`src/rtl/fbd_pkg.sv`:
```
`timescale 1ns / 1ps
`default_nettype none

package fbd_pkg;

  // widths that follow from the fixed field widths and the parameter ranges
  localparam int WALK_ADDR_W = 11;  // covers 8 banks of up to 128 columns plus a 127-byte overrun
  localparam int BANK_W      = 4;   // bottom bank of a shape reaches 15
  localparam int QUEUE_DEPTH = 2;
  localparam int QPTR_W      = $clog2(QUEUE_DEPTH);
  localparam int QCNT_W      = $clog2(QUEUE_DEPTH + 1);

  localparam logic [7:0] FULL_BYTE = 8'hFF;
  localparam logic [7:0] HIGH_BIT  = 8'h80;
  localparam logic [7:0] LOW_BIT   = 8'h01;

  typedef enum logic [2:0] {
    CMD_CLEAR = 3'd0,
    CMD_PIXEL = 3'd1,
    CMD_RECT  = 3'd2,
    CMD_LINE  = 3'd3,
    CMD_READ  = 3'd4
  } cmd_t;

  typedef enum logic [1:0] {
    OP_NONE,
    OP_CLEAR,
    OP_WALK,
    OP_READ
  } op_kind_t;

  typedef struct packed {
    op_kind_t               kind;
    logic                   status;
    logic                   clr;        // and out the mask instead of or-ing it
    logic [BANK_W-1:0]      bt;
    logic [BANK_W-1:0]      bb;
    logic [BANK_W-1:0]      bb_stop;
    logic [6:0]             w_last;
    logic [WALK_ADDR_W-1:0] row_base;
    logic [7:0]             top_edge;
    logic [7:0]             top_inner;
    logic [7:0]             bot_edge;
    logic [7:0]             bot_inner;
    logic [7:0]             mid_inner;
    logic [8:0]             raddr;
  } op_t;

  typedef enum logic [2:0] {
    BK_INIT,
    BK_IDLE,
    BK_WALK,
    BK_DRAIN,
    BK_READ,
    BK_CLEAR,
    BK_RESP
  } back_state_t;

endpackage

`default_nettype wire

```
`src/rtl/fbd_if.sv`:
```
`timescale 1ns / 1ps
`default_nettype none

interface fbd_cmd_if;
  logic       valid;
  logic       ready;
  logic [2:0] command;
  logic [6:0] x;
  logic [5:0] y;
  logic [6:0] width;
  logic [5:0] height;
  logic [6:0] x_end;
  logic [5:0] y_end;
  logic       fill;
  logic       pixel_value;
  logic [8:0] read_address;

  modport source (
    output valid, command, x, y, width, height, x_end, y_end, fill, pixel_value,
    read_address,
    input  ready
  );
  modport sink (
    input  valid, command, x, y, width, height, x_end, y_end, fill, pixel_value,
    read_address,
    output ready
  );
endinterface

interface fbd_rsp_if;
  logic       valid;
  logic       ready;
  logic       status;
  logic [7:0] read_data;

  modport source (output valid, status, read_data, input ready);
  modport sink   (input valid, status, read_data, output ready);
endinterface

`default_nettype wire

```
`src/rtl/fbd_front.sv`:
```
`timescale 1ns / 1ps
`default_nettype none

module fbd_front
  import fbd_pkg::*;
#(
  parameter int COLUMNS = 84,
  parameter int ROWS    = 48
) (
  fbd_cmd_if.sink cmd,
  input  logic    init_busy,
  input  logic    q_full,
  output logic    push,
  output op_t     op
);

  localparam int BANKS       = (ROWS + 7) / 8;
  localparam int FRAME_BYTES = COLUMNS * BANKS;
  localparam logic [7:0]             COL_LIM   = 8'(COLUMNS);
  localparam logic [6:0]             ROW_LIM   = 7'(ROWS);
  localparam logic [BANK_W-1:0]      LAST_BANK = BANK_W'(BANKS - 1);
  localparam logic [WALK_ADDR_W-1:0] COL_A     = WALK_ADDR_W'(COLUMNS);
  localparam logic [WALK_ADDR_W-1:0] FRAME_A   = WALK_ADDR_W'(FRAME_BYTES);

  logic                   is_line;
  logic                   line_ok;
  logic [6:0]             lx1, lx2;
  logic [5:0]             ly1, ly2;
  logic [6:0]             rx;
  logic [5:0]             ry;
  logic [7:0]             rw;
  logic [6:0]             rh;
  logic                   rfill;
  logic                   rect_bad;
  logic                   pix_ok;
  logic [6:0]             bottom;
  logic [BANK_W-1:0]      bt, bb, bb_stop;
  logic [2:0]             ys, bs;
  logic [7:0]             top_bit, bot_bit, top_fill, bot_fill;
  logic [WALK_ADDR_W-1:0] row_base;

  assign cmd.ready = !q_full && !init_busy;
  assign push      = cmd.valid && cmd.ready;

  // order the line ends, size the rectangle and build its masks and row base
  always_comb begin
    is_line = (cmd.command == CMD_LINE);
    line_ok = (cmd.x == cmd.x_end) || (cmd.y == cmd.y_end);
    lx1 = (cmd.x < cmd.x_end) ? cmd.x : cmd.x_end;
    lx2 = (cmd.x < cmd.x_end) ? cmd.x_end : cmd.x;
    ly1 = (cmd.y < cmd.y_end) ? cmd.y : cmd.y_end;
    ly2 = (cmd.y < cmd.y_end) ? cmd.y_end : cmd.y;
    rx    = is_line ? lx1 : cmd.x;
    ry    = is_line ? ly1 : cmd.y;
    rw    = is_line ? ({1'b0, lx2} - {1'b0, lx1} + 8'd1) : {1'b0, cmd.width};
    rh    = is_line ? ({1'b0, ly2} - {1'b0, ly1} + 7'd1) : {1'b0, cmd.height};
    rfill = is_line ? 1'b0 : cmd.fill;

    rect_bad = ({1'b0, rx} >= COL_LIM) || ({1'b0, ry} >= ROW_LIM) ||
               (rw == 8'd0) || (rh == 7'd0);
    pix_ok   = ({1'b0, cmd.x} < COL_LIM) && ({1'b0, cmd.y} < ROW_LIM);

    bottom  = {1'b0, ry} + rh - 7'd1;
    bt      = {1'b0, ry[5:3]};
    bb      = bottom[6:3];
    bb_stop = (bb > LAST_BANK) ? LAST_BANK : bb;
    ys      = ry[2:0];
    bs      = bottom[2:0];

    top_bit  = LOW_BIT << ys;
    bot_bit  = HIGH_BIT >> (3'd7 - bs);
    top_fill = FULL_BYTE << ys;
    bot_fill = FULL_BYTE >> (3'd7 - bs);
    if (rfill) begin
      top_bit = top_fill;
      bot_bit = bot_fill;
    end
    if (bt == bb) begin
      top_bit  = rfill ? (top_bit & bot_bit) : (top_bit | bot_bit);
      top_fill = top_fill & bot_fill;
    end

    row_base = WALK_ADDR_W'(ry[5:3]) * COL_A + WALK_ADDR_W'(rx);
  end

  always_comb begin
    op        = '0;
    op.kind   = OP_NONE;
    op.status = 1'b1;
    unique case (cmd.command) inside
      CMD_CLEAR: begin
        op.kind   = OP_CLEAR;
        op.status = 1'b0;
      end
      CMD_PIXEL: begin
        op.status = 1'b0;
        if (pix_ok) begin
          op.kind      = OP_WALK;
          op.clr       = !cmd.pixel_value;
          op.bt        = bt;
          op.bb        = bt;
          op.bb_stop   = bt;
          op.w_last    = 7'd0;
          op.row_base  = row_base;
          op.top_edge  = LOW_BIT << ys;
          op.top_inner = LOW_BIT << ys;
        end
      end
      CMD_RECT, CMD_LINE: begin
        if (!(is_line && !line_ok) && !rect_bad) begin
          op.kind      = OP_WALK;
          op.status    = 1'b0;
          op.bt        = bt;
          op.bb        = bb;
          op.bb_stop   = bb_stop;
          op.w_last    = 7'(rw - 8'd1);
          op.row_base  = row_base;
          op.top_edge  = top_fill;
          op.top_inner = top_bit;
          op.bot_edge  = bot_fill;
          op.bot_inner = bot_bit;
          op.mid_inner = rfill ? FULL_BYTE : 8'h00;
        end
      end
      CMD_READ: begin
        op.raddr = cmd.read_address;
        if (WALK_ADDR_W'(cmd.read_address) < FRAME_A) begin
          op.kind   = OP_READ;
          op.status = 1'b0;
        end
      end
      default: begin
        op.kind   = OP_NONE;
        op.status = 1'b1;
      end
    endcase
  end

endmodule

`default_nettype wire

```
`src/rtl/fbd_queue.sv`:
```
`timescale 1ns / 1ps
`default_nettype none

module fbd_queue
  import fbd_pkg::*;
(
  input  logic              clk,
  input  logic              rst,
  input  logic              push,
  input  op_t               push_op,
  output logic              full,
  input  logic              pop,
  output op_t               head,
  output logic              head_valid,
  output logic [QCNT_W-1:0] count
);

  op_t               entries [QUEUE_DEPTH];
  logic [QPTR_W-1:0] wr_ptr;
  logic [QPTR_W-1:0] rd_ptr;

  assign full       = (count == QCNT_W'(QUEUE_DEPTH));
  assign head_valid = (count != '0);
  assign head       = entries[rd_ptr];

  always_ff @(posedge clk) begin
    if (push) begin
      entries[wr_ptr] <= push_op;
    end
  end

  always_ff @(posedge clk) begin
    if (rst) begin
      wr_ptr <= '0;
      rd_ptr <= '0;
      count  <= '0;
    end else begin
      if (push) begin
        wr_ptr <= wr_ptr + 1'b1;
      end
      if (pop) begin
        rd_ptr <= rd_ptr + 1'b1;
      end
      count <= count + QCNT_W'(push) - QCNT_W'(pop);
    end
  end

endmodule

`default_nettype wire

```
`src/rtl/fbd_back.sv`:
```
`timescale 1ns / 1ps
`default_nettype none

module fbd_back
  import fbd_pkg::*;
#(
  parameter int COLUMNS = 84,
  parameter int ROWS    = 48
) (
  input  logic      clk,
  input  logic      rst,
  input  logic      head_valid,
  input  op_t       head,
  output logic      pop,
  output logic      init_busy,
  fbd_rsp_if.source rsp
);

  localparam int BANKS       = (ROWS + 7) / 8;
  localparam int FRAME_BYTES = COLUMNS * BANKS;
  localparam int IDX_W       = $clog2(FRAME_BYTES);
  localparam logic [WALK_ADDR_W-1:0] COL_A   = WALK_ADDR_W'(COLUMNS);
  localparam logic [WALK_ADDR_W-1:0] FRAME_A = WALK_ADDR_W'(FRAME_BYTES);
  localparam logic [IDX_W-1:0]       LAST_IX = IDX_W'(FRAME_BYTES - 1);

  back_state_t            state, state_next;
  op_t                    cur;
  logic [BANK_W-1:0]      b;
  logic [6:0]             i;
  logic [WALK_ADDR_W-1:0] row_base;
  logic [WALK_ADDR_W-1:0] walk_addr;
  logic [WALK_ADDR_W-1:0] rd_addr;
  logic [7:0]             mask;
  logic                   edge_col;
  logic                   issue;
  logic                   clr_en;
  logic                   clr_last;
  logic                   out_load;
  logic [IDX_W-1:0]       clr_idx;

  logic [7:0]             mem [FRAME_BYTES];
  logic [7:0]             mem_q;
  logic                   mem_we;
  logic [IDX_W-1:0]       wr_idx;
  logic [7:0]             wr_data;

  logic                   p_valid;
  logic [WALK_ADDR_W-1:0] p_addr;
  logic [7:0]             p_mask;
  logic                   p_inb;
  logic                   p_fwd;
  logic [7:0]             last_data;
  logic [7:0]             old_byte;
  logic [7:0]             new_byte;
  logic [7:0]             res_data;

  logic                   out_valid;
  logic                   out_status;
  logic [7:0]             out_data;

  assign init_busy     = (state == BK_INIT);
  assign rsp.valid     = out_valid;
  assign rsp.status    = out_status;
  assign rsp.read_data = out_data;

  assign walk_addr = row_base + WALK_ADDR_W'(i);
  assign clr_last  = (clr_idx == LAST_IX);

  always_ff @(posedge clk) begin
    if (rst) begin
      state <= BK_INIT;
    end else begin
      state <= state_next;
    end
  end

  always_comb begin
    state_next = state;
    pop        = 1'b0;
    issue      = 1'b0;
    clr_en     = 1'b0;
    out_load   = 1'b0;
    unique case (state)
      BK_INIT: begin
        clr_en = 1'b1;
        if (clr_last) state_next = BK_IDLE;
      end
      BK_IDLE: begin
        if (head_valid) begin
          pop = 1'b1;
          unique case (head.kind)
            OP_NONE:  state_next = BK_RESP;
            OP_CLEAR: state_next = BK_CLEAR;
            OP_WALK:  state_next = BK_WALK;
            OP_READ:  state_next = BK_READ;
            default:  state_next = BK_RESP;
          endcase
        end
      end
      BK_WALK: begin
        issue = 1'b1;
        if ((i == cur.w_last) && (b == cur.bb_stop)) state_next = BK_DRAIN;
      end
      BK_DRAIN: state_next = BK_RESP;
      BK_READ:  state_next = BK_RESP;
      BK_CLEAR: begin
        clr_en = 1'b1;
        if (clr_last) state_next = BK_RESP;
      end
      BK_RESP: begin
        if (!out_valid || rsp.ready) begin
          out_load   = 1'b1;
          state_next = BK_IDLE;
        end
      end
      default: state_next = BK_IDLE;
    endcase
  end

  // mask for the byte at the walk position
  always_comb begin
    edge_col = (i == 7'd0) || (i == cur.w_last);
    if (b == cur.bt) begin
      mask = edge_col ? cur.top_edge : cur.top_inner;
    end else if (b == cur.bb) begin
      mask = edge_col ? cur.bot_edge : cur.bot_inner;
    end else begin
      mask = edge_col ? FULL_BYTE : cur.mid_inner;
    end
  end

  // walk counters: one byte a cycle, bank by bank
  always_ff @(posedge clk) begin
    if (pop) begin
      cur      <= head;
      i        <= 7'd0;
      b        <= head.bt;
      row_base <= head.row_base;
    end else if (issue) begin
      if (i == cur.w_last) begin
        i        <= 7'd0;
        b        <= b + BANK_W'(1);
        row_base <= row_base + COL_A;
      end else begin
        i <= i + 7'd1;
      end
    end
  end

  always_ff @(posedge clk) begin
    if (rst) begin
      clr_idx <= '0;
    end else if (clr_en) begin
      clr_idx <= clr_last ? '0 : clr_idx + IDX_W'(1);
    end
  end

  // read-modify-write stage; forward when a byte is hit twice in a row
  always_ff @(posedge clk) begin
    if (rst) begin
      p_valid <= 1'b0;
    end else begin
      p_valid <= issue;
    end
  end

  always_ff @(posedge clk) begin
    p_addr    <= walk_addr;
    p_mask    <= mask;
    p_inb     <= (walk_addr < FRAME_A);
    p_fwd     <= p_valid && (walk_addr == p_addr);
    last_data <= new_byte;
  end

  always_comb begin
    old_byte = p_fwd ? last_data : mem_q;
    new_byte = cur.clr ? (old_byte & ~p_mask) : (old_byte | p_mask);
    rd_addr  = (state == BK_IDLE) ? WALK_ADDR_W'(head.raddr) : walk_addr;
    mem_we   = clr_en || (p_valid && p_inb);
    wr_idx   = clr_en ? clr_idx : p_addr[IDX_W-1:0];
    wr_data  = clr_en ? 8'h00 : new_byte;
  end

  always_ff @(posedge clk) begin
    if (mem_we) begin
      mem[wr_idx] <= wr_data;
    end
    mem_q <= mem[rd_addr[IDX_W-1:0]];
  end

  always_ff @(posedge clk) begin
    if (pop) begin
      res_data <= 8'h00;
    end else if (state == BK_READ) begin
      res_data <= mem_q;
    end
  end

  // output register: hold the word until taken
  always_ff @(posedge clk) begin
    if (rst) begin
      out_valid <= 1'b0;
    end else if (out_load) begin
      out_valid <= 1'b1;
    end else if (rsp.ready) begin
      out_valid <= 1'b0;
    end
  end

  always_ff @(posedge clk) begin
    if (out_load) begin
      out_status <= cur.status;
      out_data   <= res_data;
    end
  end

endmodule

`default_nettype wire

```
`src/rtl/banked_framebuffer_draw_engine.sv`:
```
`timescale 1ns / 1ps
`default_nettype none

// Channel | Dir | Word
// cmd     | in  | command, x, y, width, height, x_end, y_end, fill, pixel_value, read_address
// rsp     | out | status, read_data (one word per command)
//
// Commands pass through a two-entry queue to a back end that walks the frame memory.
// The frame memory reads and writes one byte per cycle, at separate read and write
// addresses. After reset the memory is swept to zero; cmd.ready stays low during
// the sweep.
// The queue keeps taking commands, until full, while the back end works or a response waits.

module banked_framebuffer_draw_engine
  import fbd_pkg::*;
#(
  parameter int COLUMNS = 84,
  parameter int ROWS    = 48
) (
  input  logic      clk,
  input  logic      rst,
  fbd_cmd_if.sink   cmd,
  fbd_rsp_if.source rsp
);

  logic              push;
  op_t               push_op;
  logic              q_full;
  logic              pop;
  op_t               head;
  logic              head_valid;
  logic [QCNT_W-1:0] q_count;
  logic              init_busy;

  fbd_front #(
    .COLUMNS (COLUMNS),
    .ROWS    (ROWS)
  ) u_front (
    .cmd       (cmd),
    .init_busy (init_busy),
    .q_full    (q_full),
    .push      (push),
    .op        (push_op)
  );

  fbd_queue u_queue (
    .clk        (clk),
    .rst        (rst),
    .push       (push),
    .push_op    (push_op),
    .full       (q_full),
    .pop        (pop),
    .head       (head),
    .head_valid (head_valid),
    .count      (q_count)
  );

  fbd_back #(
    .COLUMNS (COLUMNS),
    .ROWS    (ROWS)
  ) u_back (
    .clk        (clk),
    .rst        (rst),
    .head_valid (head_valid),
    .head       (head),
    .pop        (pop),
    .init_busy  (init_busy),
    .rsp        (rsp)
  );

  a_reset_sweep: assert property (@(posedge clk) rst |=> init_busy)
    else $error("memory sweep not started after reset");

  a_no_accept_in_sweep: assert property (@(posedge clk) disable iff (rst)
    init_busy |-> !(cmd.valid && cmd.ready))
    else $error("command accepted during memory sweep");

  a_queue_empty_in_sweep: assert property (@(posedge clk) disable iff (rst)
    init_busy |-> (q_count == '0))
    else $error("queue holds commands during memory sweep");

  a_queue_bound: assert property (@(posedge clk) disable iff (rst)
    q_count <= QCNT_W'(QUEUE_DEPTH))
    else $error("queue overflow");

endmodule

`default_nettype wire

```
`src/flat_wrapper.sv`:
```
// flat-port wrapper written by rule: the top's interface ports become plain ports
module banked_framebuffer_draw_engine_flat import fbd_pkg::*;
#(
  parameter int COLUMNS = 84,
  parameter int ROWS    = 48
)
  (clk, rst, cmd_valid, cmd_command, cmd_x, cmd_y, cmd_width, cmd_height, cmd_x_end, cmd_y_end, cmd_fill, cmd_pixel_value, cmd_read_address, cmd_ready, rsp_valid, rsp_status, rsp_read_data, rsp_ready);
  fbd_cmd_if cmd_i ();
  fbd_rsp_if rsp_i ();
  input  logic clk;
  input  logic rst;
  input wire logic [$bits(cmd_i.valid)-1:0] cmd_valid;
  input wire logic [$bits(cmd_i.command)-1:0] cmd_command;
  input wire logic [$bits(cmd_i.x)-1:0] cmd_x;
  input wire logic [$bits(cmd_i.y)-1:0] cmd_y;
  input wire logic [$bits(cmd_i.width)-1:0] cmd_width;
  input wire logic [$bits(cmd_i.height)-1:0] cmd_height;
  input wire logic [$bits(cmd_i.x_end)-1:0] cmd_x_end;
  input wire logic [$bits(cmd_i.y_end)-1:0] cmd_y_end;
  input wire logic [$bits(cmd_i.fill)-1:0] cmd_fill;
  input wire logic [$bits(cmd_i.pixel_value)-1:0] cmd_pixel_value;
  input wire logic [$bits(cmd_i.read_address)-1:0] cmd_read_address;
  output wire logic [$bits(cmd_i.ready)-1:0] cmd_ready;
  output wire logic [$bits(rsp_i.valid)-1:0] rsp_valid;
  output wire logic [$bits(rsp_i.status)-1:0] rsp_status;
  output wire logic [$bits(rsp_i.read_data)-1:0] rsp_read_data;
  input wire logic [$bits(rsp_i.ready)-1:0] rsp_ready;
  assign cmd_i.valid = cmd_valid;
  assign cmd_i.command = cmd_command;
  assign cmd_i.x = cmd_x;
  assign cmd_i.y = cmd_y;
  assign cmd_i.width = cmd_width;
  assign cmd_i.height = cmd_height;
  assign cmd_i.x_end = cmd_x_end;
  assign cmd_i.y_end = cmd_y_end;
  assign cmd_i.fill = cmd_fill;
  assign cmd_i.pixel_value = cmd_pixel_value;
  assign cmd_i.read_address = cmd_read_address;
  assign cmd_ready = cmd_i.ready;
  assign rsp_valid = rsp_i.valid;
  assign rsp_status = rsp_i.status;
  assign rsp_read_data = rsp_i.read_data;
  assign rsp_i.ready = rsp_ready;
  banked_framebuffer_draw_engine #(.COLUMNS(COLUMNS), .ROWS(ROWS)) u_core (.clk(clk), .rst(rst), .cmd(cmd_i), .rsp(rsp_i));
endmodule
```
`config.mk`:
```
export PLATFORM = sky130hd
export DESIGN_NAME = banked_framebuffer_draw_engine_flat
export DESIGN_NICKNAME = d
export VERILOG_FILES = /design/src/rtl/fbd_pkg.sv /design/src/rtl/fbd_if.sv /design/src/rtl/fbd_front.sv /design/src/rtl/fbd_queue.sv /design/src/rtl/fbd_back.sv /design/src/rtl/banked_framebuffer_draw_engine.sv /design/src/flat_wrapper.sv
export SDC_FILE = /design/constraint.sdc
export NUM_CORES = 2
export LEC_CHECK = 0
export BUFFER_PORTS_ARGS = -buffer_cell sky130_fd_sc_hd__buf_4
export CORE_AREA = 2 2 616 618
export CTS_CLUSTER_SIZE = 25
export DETAILED_ROUTE_END_ITERATION = 6
export DIE_AREA = 0 0 618 620
export SLEW_MARGIN = 10
export SYNTH_ARGS = -nofsm -noshare
export SYNTH_HDL_FRONTEND = slang
export SYNTH_HIERARCHICAL = 1
export SYNTH_MEMORY_MAX_BITS = 65536
export SYNTH_SLANG_ARGS = --single-unit
```
`constraint.sdc`:
```
create_clock -name clk -period 12.2 [get_ports clk]
set_input_delay 0.61 -clock clk [delete_from_list [all_inputs] [get_ports clk]]
set_output_delay 0.61 -clock clk [all_outputs]
set_load 0.02 [all_outputs]
```
==> metrics.md <==
| Metric | Value |
|---|---|
| Vias in the first global route | `about 100k` |
| Clock H-tree levels | `5` |
| Die Y | `620 um` |
| Clock Pin Slew Worst Setup and Hold Paths | `0.06 ns` |
| Fin worst setup slack | `around 4.7 ns` |
| Hold endpoint | `u_core/u_back/rsp.valid` |
| Detailed Place HPWL | `314000 um` |
| Global routing usage on met2 | `0.423` |
| Ys async rst share | `0` |
| Met3 Use GR | `0.0577` |
| Layout cell share with drive strength beyond 1 | `0.118` |
| Top Usage Layer GRT | `met2` |
| Crit path max fanout | `42` |
| RSZ-0062 raised after global routing | `no` |
| MaxCap Viol Count | `0` |
| Post-Place Worst Slack | `5.00 ns` |
| F_max | `133 MHz` |
| Initial Util | `0.468` |
| Initial antenna violation count | `37` |
| Lkg Pwr | `57.6 nW` |
| Finished Cell Area | `196000 um^2` |
| Status | `finished with violations` |
| CP endpoint kind | `flip-flop` |
| Root Driver | `clkbuf_16` |
| Final ANT Viol Nets | `0` |
| Routed WL | `536000 um` |
| Synth unique cells | `114` |
| Commonest non-fill, non-tap cell in the layout | `edfxtp_1` |
| Final nets | `12164` |
| First-pass GRT wire length | `761000 um` |
| Hold wc startpoint | `rsp_ready` |
| Pwr dens | `roughly 150 nW/um^2` |
| Port-buffer cells | `67` |
| Vias per inst | `between 6 and 7` |
| Period utilisation layout | `0.615` |
| Final Hold Viols | `0` |
| Via count | `108980` |
| Gr ovfl total | `0` |
| Failing checks | `DRC` |
| Crit Path Class | `flip-flop to flip-flop` |
| Synth-to-Final Area Change | `10.8%` |
| Most frequent cells in the layout | `edfxtp_1, nand2_1, nand3_1, nor2_1, clkbuf_16` |
| Mean Syn Cell Area | `14.6 um^2` |
| Worst Reg-to-Reg Cells | `15` |
| CTS sink cnt | `4354` |
| TritonCTS Buffers | `about 440` |
| Core area | `between 300000 and 400000 um^2` |
| Clock Skew | `0.0560 ns` |
| CTS tree | `yes` |
| Cell Rows | `226` |
| Hold path cells | `3` |
| Critical Path RT | `about 13 ns` |
| Syn Std Cell Area | `177000 um^2` |
| Seq/Total Area, Yosys | `0.737` |
| Initial DRC count | `15678` |
| Die ar. | `between 300000 and 400000 um^2` |
| Io pins | `68` |
| Slew HR | `0.0609` |
| Max Root-Sink Buffers | `4` |
| Register-to-register setup slack | `~4.7 ns` |
| Mapped Cells | `12080` |
| Total GRT Usage | `0.275` |
| Worst skew pair latency | `slightly below 1 ns` |
| VDD IR max | `0.123 mV` |
| Placed cell area | `182000 um^2` |
| Slew Viols, Final | `0` |
| Critical path arrival | `8.43 ns` |
| Final setup viols | `0` |
| Yosys warnings | `6` |
| Post-route DRC | `1` |
| EDFF count, synth | `4283` |
| DR pass1 iterations | `7` |
| Least-Margin Pin Slew | `1.37 ns` |
| Die Width | `618 um` |
| Capture point of the worst reg-to-reg path | `u_core/u_back/mem_q[2]` |
| Met1 usage | `0.384` |
| Worst min path class | `input pin to flip-flop` |
| Drt wl/cell | `30.7 um` |
| #FFs+latches synth | `4354` |
| Setup TNS | `0 ns` |
| Top FF cell, synth | `edfxtp_1` |
| Tmin final | `between 7 and 8 ns` |
| GP Congestion | `0.901` |
| Largest net degree at the start of global routing | `197` |
| Crit start category | `flip-flop` |
| Reg2reg start | `u_core/u_back/i[0]` |
-- cells in the mapped netlist (all sizes together), types with 9 or more instances --
library cell | number | area, um^2
a211o | 13 | 114
a211oi | 53 | 413
a21o | 14 | 105
a21oi | 124 | 624
a221oi | 15 | 138
a22o | 14 | 123
a22oi | 116 | 871
a311oi | 45 | 400
a31oi | 124 | 782
a32oi | 90 | 788
and2 | 39 | 246
and3 | 63 | 399
buf | 497 | 3260
clkbuf | 286 | 1070
dfxtp | 71 | 1420
edfxtp | 4283 | 129000
ha | 60 | 751
inv | 57 | 214
mux2 | 111 | 1510
mux2i | 195 | 1950
mux4 | 348 | 7880
nand2 | 2568 | 9640
nand2b | 12 | 75.1
nand3 | 1545 | 7740
nand3b | 17 | 128
nand4 | 112 | 701
nor2 | 663 | 2500
nor2b | 26 | 170
nor3 | 39 | 200
nor3b | 9 | 78.8
nor4 | 22 | 138
o2111ai | 9 | 78.8
o211a | 15 | 150
o211ai | 38 | 309
o21a | 17 | 128
o21ai | 104 | 528
o22ai | 37 | 231
o31ai | 16 | 125
or2 | 11 | 68.8
or3 | 12 | 75.1
or4 | 9 | 71.3
xnor2 | 45 | 402
xor2 | 36 | 315
-- kinds of logic (layout without fill, tap and decap cells) --
| kind of cell | count (synthesis) | after routing | synth area share |
|---|---|---|---|
| and+or+nand+nor | 5168 | 5168 | 0.127 |
| other | 1 | 23 | 0.0000212 |
| muxes | 654 | 654 | 0.0643 |
| buffers and inverters | 842 | 1172 | 0.0258 |
| AOI/OAI and AO/OA | 914 | 914 | 0.0372 |
| xor gates and xnor gates | 82 | 82 | 0.00419 |
| DFF | 4354 | 4354 | 0.737 |
| adders and majority gates | 65 | 65 | 0.00482 |
-- how the worst max path moves through the flow --
stage | from | endpoint | slack, ns
after floorplan | u_core/u_back/state[2] | u_core/u_back/mem[0][6] | 2.82
after global placement | u_core/u_back/i[0] | u_core/u_back/mem_q[7] | 4.46
after detailed placement | u_core/u_back/i[0] | u_core/u_back/mem_q[2] | 5.00
after CTS | u_core/u_back/i[0] | u_core/u_back/mem_q[2] | 4.96
after global routing | u_core/u_back/i[0] | u_core/u_back/mem_q[2] | 4.81
final | u_core/u_back/i[0] | u_core/u_back/mem_q[2] | 4.69
-- report_power, final --
part / total, mW / switching (mW) / internal [mW]
logic: 0.375 / 0.259 / 0.117
clock network: 13.0 / 5.67 / 7.36
registers: 16.2 / 0.00385 / 16.2
-- what timing repair did --
action / CTS / global route
buffers inserted: 0 / 0
endpoints found under the hold margin: 32 / 0
hold buffers: 13 / 0
resized for setup: 0 / 0
-- critical path, stage by stage (launching register included) --
cell and delay [ns]:
dfxtp_1 0.44, ha_1 0.25, inv_1 0.07, fa_1 0.41
nand2b_1 0.22, a21oi_2 0.52, xnor2_2 0.32, o21ai_4 0.21
buf_4 0.65, buf_4 0.72, nand2_1 1.03, a31oi_1 0.70
nor4_1 0.23, a221oi_1 0.88, o21a_1 0.49, a311o_1 0.18
-- flip-flops by register name, indices dropped and copies added (netlist names), named ones only --
register,flops
u_core/u_back/mem,4032
u_core/u_queue/entries,166
u_core/u_back/cur,61
u_core/u_back/p_addr,11
u_core/u_back/row_base,11
u_core/u_back/clr_idx,9
u_core/u_back/last_data,8
u_core/u_back/mem_q,8
u_core/u_back/p_mask,8
u_core/u_back/res_data,8
u_core/u_back/rsp.read_data,8
u_core/u_back/i,7
u_core/u_back/b,4
u_core/u_back/state,3
u_core/u_queue/count,2
u_core/u_back/p_fwd,1
u_core/u_back/p_inb,1
u_core/u_back/p_valid,1
u_core/u_back/rsp.status,1
u_core/u_back/rsp.valid,1
u_core/u_queue/rd_ptr,1
u_core/u_queue/wr_ptr,1
-- metal layers --
layer | up-vias | wire (um)
met5 | - | 198
met4 | 26 | 23800
met3 | 1066 | 62400
met2 | 6740 | 245000
met1 | 55605 | 205000
li1 | 45543 | -
-- metrics by stage --
stage	hold WS (ns)	instances	util	power, mW
2_1_floorplan	0.400	12081	-	16.7
3_3_place_gp	0.412	16605	0.481	16.9
3_5_place_dp	0.418	16606	0.482	16.9
4_1_cts	0.00118	17426	0.518	29.7
5_1_grt	0.0516	17429	0.518	30.3
6_report	0.0547	17448	0.519	29.6
-- final cells by class --
type                       instances  area (um^2)
timing repair buffer             306         2760
sequential                      4354       130000
tap                             5016         6280
inverter                          59          221
clock buffer                     557        11600
clock inverter                   250         2100
antenna                           21         52.6
fill                           30926       182000
multi-input combinational       6885        42500
(Power assumes the default switching activity.)
